==> src/rtl/fchr_pkg.sv <==
`default_nettype none
package fchr_pkg;

  localparam int DEPTH = 64;
  localparam int CNT_W = $clog2(DEPTH + 1);

  localparam logic ACT_RECORD = 1'b0;
  localparam logic ACT_LOOKUP = 1'b1;

  typedef struct packed {
    logic        action;
    logic [31:0] frame_number;
    logic [31:0] checksum_value;
  } cmd_t;

  typedef struct packed {
    logic        found;
    logic [31:0] stored_checksum;
    logic        matches_res;
  } result_t;

  typedef struct packed {
    logic [31:0] frame;
    logic [31:0] checksum;
  } entry_t;

  typedef struct packed {
    logic        valid;
    logic        hit;
    logic [31:0] stored;
  } token_t;

endpackage
`default_nettype wire

==> src/rtl/fchr_cell.sv <==
`default_nettype none
module fchr_cell (
  input  wire logic            clk,
  input  wire logic            rst,
  input  wire logic            shift_en,
  input  wire logic            filled,
  input  wire logic [31:0]     query_frame,
  input  wire fchr_pkg::entry_t entry_in,
  output fchr_pkg::entry_t     entry_out,
  input  wire fchr_pkg::token_t tok_in,
  output fchr_pkg::token_t     tok_out
);
  import fchr_pkg::*;

  entry_t entry;
  token_t tok;
  token_t tok_next;
  logic   match;

  assign match = tok_in.valid && !tok_in.hit && filled && (entry.frame == query_frame);

  always_comb begin
    tok_next = tok_in;
    if (match) begin
      tok_next.hit    = 1'b1;
      tok_next.stored = entry.checksum;
    end
  end

  always_ff @(posedge clk) begin
    if (shift_en) begin
      entry <= entry_in;
    end
  end

  always_ff @(posedge clk) begin
    if (rst) begin
      tok.valid <= 1'b0;
    end else begin
      tok.valid <= tok_next.valid;
    end
    tok.hit    <= tok_next.hit;
    tok.stored <= tok_next.stored;
  end

  assign entry_out = entry;
  assign tok_out   = tok;

endmodule
`default_nettype wire

==> config.mk <==
export PLATFORM = sky130hd
export DESIGN_NAME = fchr_cell
export DESIGN_NICKNAME = d
export VERILOG_FILES = /design/src/rtl/fchr_pkg.sv /design/src/rtl/fchr_cell.sv
export SDC_FILE = /design/constraint.sdc
export NUM_CORES = 1
export LEC_CHECK = 0
export ABC_AREA = 0
export ABC_CLOCK_PERIOD_IN_PS = 1800
export BUFFER_PORTS_ARGS = -buffer_cell sky130_fd_sc_hd__buf_4
export CAP_MARGIN = 20
export CORE_AREA = 2 2 99 101
export CTS_CLUSTER_SIZE = 20
export DETAILED_ROUTE_END_ITERATION = 10
export DIE_AREA = 0 0 101 103
export PLACE_DENSITY_LB_ADDON = 0.3
export SYNTH_ARGS = -nofsm -noshare
export SYNTH_HDL_FRONTEND = slang
export SYNTH_SLANG_ARGS = --single-unit
export TNS_END_PERCENT = 20
==> constraint.sdc <==
create_clock -name clk -period 1.8 [get_ports clk]
set_input_delay 0.27 -clock clk [delete_from_list [all_inputs] [get_ports clk]]
set_output_delay 0.27 -clock clk [all_outputs]
set_load 0.05 [all_outputs]
* Yosys cells after proc, flatten, opt, wreduce, memory -nomap -nowiden
Index checks and enable logic that the tools add are counted.
** Word-level totals
- Output and inout bits :: 98
- Bits of input ports :: 134
- Bits in registers :: 98
- Word-level logic and storage cells :: 11
** Operators by class
- Muxes and demuxes :: 1
- Reduce and logical (&&, ||, !) cells :: 4
- Equal/unequal tests :: 1
** Operators with widths (count)
- $eq 32x32->1 :: 1
- $mux 32 :: 1
- $logic_and 1x1->1 :: 3
- $logic_not 1->1 :: 1

* Logic depth before layout (Yosys ltp)
- Depth in word-level cells :: 5
- Depth in mapped cells :: 6
- Depth with buffers taken out :: 5

* Least setup slack after synthesis
OpenSTA, ideal clock, no wires.
- Kind :: register to register
- Start :: reg entry (netlist bit entry_out[42])
- End :: reg tok (netlist bit tok_out[10])
- Slack :: -0.482 ns
- Library setup time :: 0.121 ns
- Path buffers :: 1
- Arrival :: 2.161 ns
- Cell stages (with the launch flop) :: 7
- Period minus slack after synthesis :: 2.282 ns
- Required time :: 1.679 ns
- Path through :: edfxtp_1 -> xor2_1 -> nor4_1 -> nand3_1 -> nor4_4 -> buf_6 -> mux2_2
** RTL lines
- start: declaration :: line fchr_cell.sv:15 : entry_t entry;
- start signal: assignment :: line fchr_cell.sv:32 : entry <= entry_in;
- end: declaration :: line fchr_cell.sv:16 : token_t tok;

==> run_results.csv <==
group,metric,value,unit
critical_path,worstSetupEndpointType,"flip-flop",
cells_and_area,final_cell_mix,"255 x buf_4, 64 x edfxtp_1, 34 x dfxtp_1, 27 x xor2_1, 26 x mux2_2",
floorplan,rows,36,
job,maxCapViolations,0,
place,io_buffers,231,
min_path,hold-path-endpoint,"tok_out[33]",
logic_synthesis,synth.cell_area,3380,µm²
min_path,hold_class,"in -> reg",
clocking,clk_pin_slew,0.09,ns
critical_path,cp.arrival,2.42,ns
critical_path,r2r_cells,7,
logic_synthesis,yosysWarnings,0,
cells_and_area,n_fill_cell,773,
logic_synthesis,avgSynthCellArea,18.9,µm²
floorplan,die_w,101,µm
sta,worst_pin_slew,0.286,ns
critical_path,rrSetupSlack,-0.38,ns
floorplan,die_y,103,µm
sta,rsz0062_at_grt,"true",
critical_path,critPathSlowestCell,"edfxtp_1",
cells_and_area,stdcell_count,562,
sta,setup_viol,33,
sta,period_minus_slack,2.18,ns
clocking,cts-root-buf,"clkbuf_8",
cells_and_area,drive_gt1_share,67.6,%
route,drcViolationCount,0,
route,vias_per_cell,4.42,
critical_path,crit_type,"reg -> reg",
sta,slew_viol_final,0,
status,violations,"setup timing",
floorplan,pin_count,232,
place,gp_congestion,0.800,
floorplan,dieArea,10400,µm²
critical_path,reg2reg_from,"entry_out[39]",
global_routing,grt_max_degree,36,
critical_path,startpoint_type,"flip-flop",
sta,relSlewSlack,80.8,%
min_path,hold_depth,2,
clocking,cts.path.max_buffers,2,
logic_synthesis,synth_nets,313,
critical_path,path_buf_inv,2,
sta,clock.fmax,459,MHz
cells_and_area,final_common_cell,"buf_4",
logic_synthesis,ys_seq_area_share,77.0,%
critical_path,critPathMaxStageDelay,0.41,ns
global_routing,grt_pass1_vias,2491,
pwr,p_per_area,959,nW/µm²
pwr,total_leakage_power,2.55,nW
sta,fin_crit_sh,121,%
global_routing,antenna_found_initial,0,
cells_and_area,fin_nets,578,
sta,layout_setup_ws,-0.378,ns
global_routing,grt_pass1_wl,12000,µm
pwr,peakVddDrop,0.580,mV
sta,skew,0.0110,ns
clocking,cts_sinks,98,
route,vias,2482,
global_routing,grtUsageTotal,15.5,%
min_path,min_from,"rst",
cells_and_area,antenna-diode-count,0,
floorplan,core,9460,µm²
clocking,h-tree-depth,3,
clocking,worstSkewPairLatency,0.36,ns
route,dr.pass1.iters,4,
logic_synthesis,ys_ff_latch,98,
logic_synthesis,synth_cell_type_count,15,
cells_and_area,postLayoutCoreUtil,60.1,%
logic_synthesis,syn_inst,179,
place,dp_cells,547,
route,antenna_left,0,
route,drt_wl_total,8460,µm
status,status,"complete, but fails checks",
critical_path,cp.required,2.05,ns
critical_path,critical-path-top-delay-family,"simple AND/OR/NAND/NOR gates",
floorplan,initial_core_util,35.7,%
cells_and_area,syn2layout_area_growth,68.2,%
clocking,cts_tree,"yes",
route,wl_per_cell,15.1,µm
global_routing,grt-ovfl-total,0,
critical_path,worstPathMaxFanout,24,
critical_path,reg2reg_to,"tok_out[20]",
critical_path,worstPathCellList,"xor2_1 -> nor4_2 -> buf_4 -> nand4_1 -> nor4_4 -> buf_12 -> mux2_2",
pwr,total_power,0.00545,W
sta,worst_hold_slack,0.0695,ns
clocking,cts_made_buffers,9,
place,dpl.hpwl,6700,µm
sta,hold_viol,0,
route,drt-initial-drc-count,65,
## synthesized netlist by cell type (all sizes together)
master / count / area [µm²]
buf: 3 / 33.8
dfxtp: 34 / 681
edfxtp: 64 / 1920
mux2: 32 / 360
nand3: 1 / 5.00
nand4: 2 / 12.5
nand4b: 1 / 8.76
nor2b: 1 / 6.26
nor3: 1 / 5.00
nor4: 7 / 58.8
or2: 1 / 6.26
xnor2: 5 / 43.8
xor2: 27 / 236
## logic make-up (layout without fill, tap and decap cells)
group                     after synthesis  after routing  synth area share, %
xor gates and xnor gates               32             32                 8.29
buffers and inverters                   3            272                 1.00
DFF                                    98             98                 77.0
muxes                                  32             32                 10.7
and+or+nand+nor                        14             14                 3.04
## where the power goes
part / switching (W) / total (W) / internal, W
Combinational: 0.000733 / 0.00122 / 0.000492
Clock: 0.000717 / 0.00158 / 0.000862
Sequential: 0.0000802 / 0.00265 / 0.00257
Total: 0.00153 / 0.00545 / 0.00392
## routing by layer
layer  part of all wire (%)  GRT usage [%]  vias up  wire, µm
met5                      0              0        -         0
met4                    1.9           7.38        0       159
met3                    9.7           5.90       12       820
met2                     52           27.5      133      4420
met1                     36           16.3     1151      3060
li1                       -              -     1186         -
## through the flow
| stage | TNS (ns) | setup WS [ns] | cell area [µm²] |
|---|---|---|---|
| after CTS | -13.47 | -0.428 | 5670 |
| after global placement | -11.27 | -0.353 | 5440 |
| final | -11.81 | -0.378 | 5690 |
| after detailed placement | -12.89 | -0.411 | 5440 |
| after global routing | -16.60 | -0.527 | 5690 |
| after floorplan | -15.09 | -0.481 | 3380 |
## final cells by class
| type | count | area [µm²] | area share (%) |
|---|---|---|---|
| Timing Repair Buffer | 257 | 1950 | 34.4 |
| Tap cell | 114 | 143 | 2.51 |
| Sequential cell | 98 | 2600 | 45.8 |
| Multi-Input combinational cell | 78 | 761 | 13.4 |
| Clock buffer | 11 | 153 | 2.68 |
| Clock inverter | 4 | 72.6 | 1.28 |
## flip-flops by register name (all words and copies together) (netlist names)
register,count
entry_out,64
tok_out,34
## worst reg2reg max path, delay by kind of cell (launching register included)
family | cells | cell delay (ns)
flip-flops | 1 | 0.41
multiplexers | 1 | 0.36
XOR/XNOR | 1 | 0.17
buffers and inverters | 2 | 0.39
AND/OR/NAND/NOR | 3 | 0.74
## worst max-delay path by stage
stage / startpoint / endpoint / cells after the start
after global placement: entry_out[39] / tok_out[28] / 7
after floorplan: entry_out[59] / tok_out[10] / 6
after CTS: entry_out[39] / tok_out[26] / 7
after detailed placement: entry_out[39] / tok_out[26] / 7
after global routing: entry_out[39] / tok_out[25] / 7
final: entry_out[39] / tok_out[20] / 7
## repair_timing
action,CTS,global route
hold buffers,0,0
buffers inserted,0,0
gates resized for setup,0,4
setup endpoints to repair,33,33
endpoints found under the hold margin,0,0
pin swaps,0,0
(Power assumes the default switching activity.)
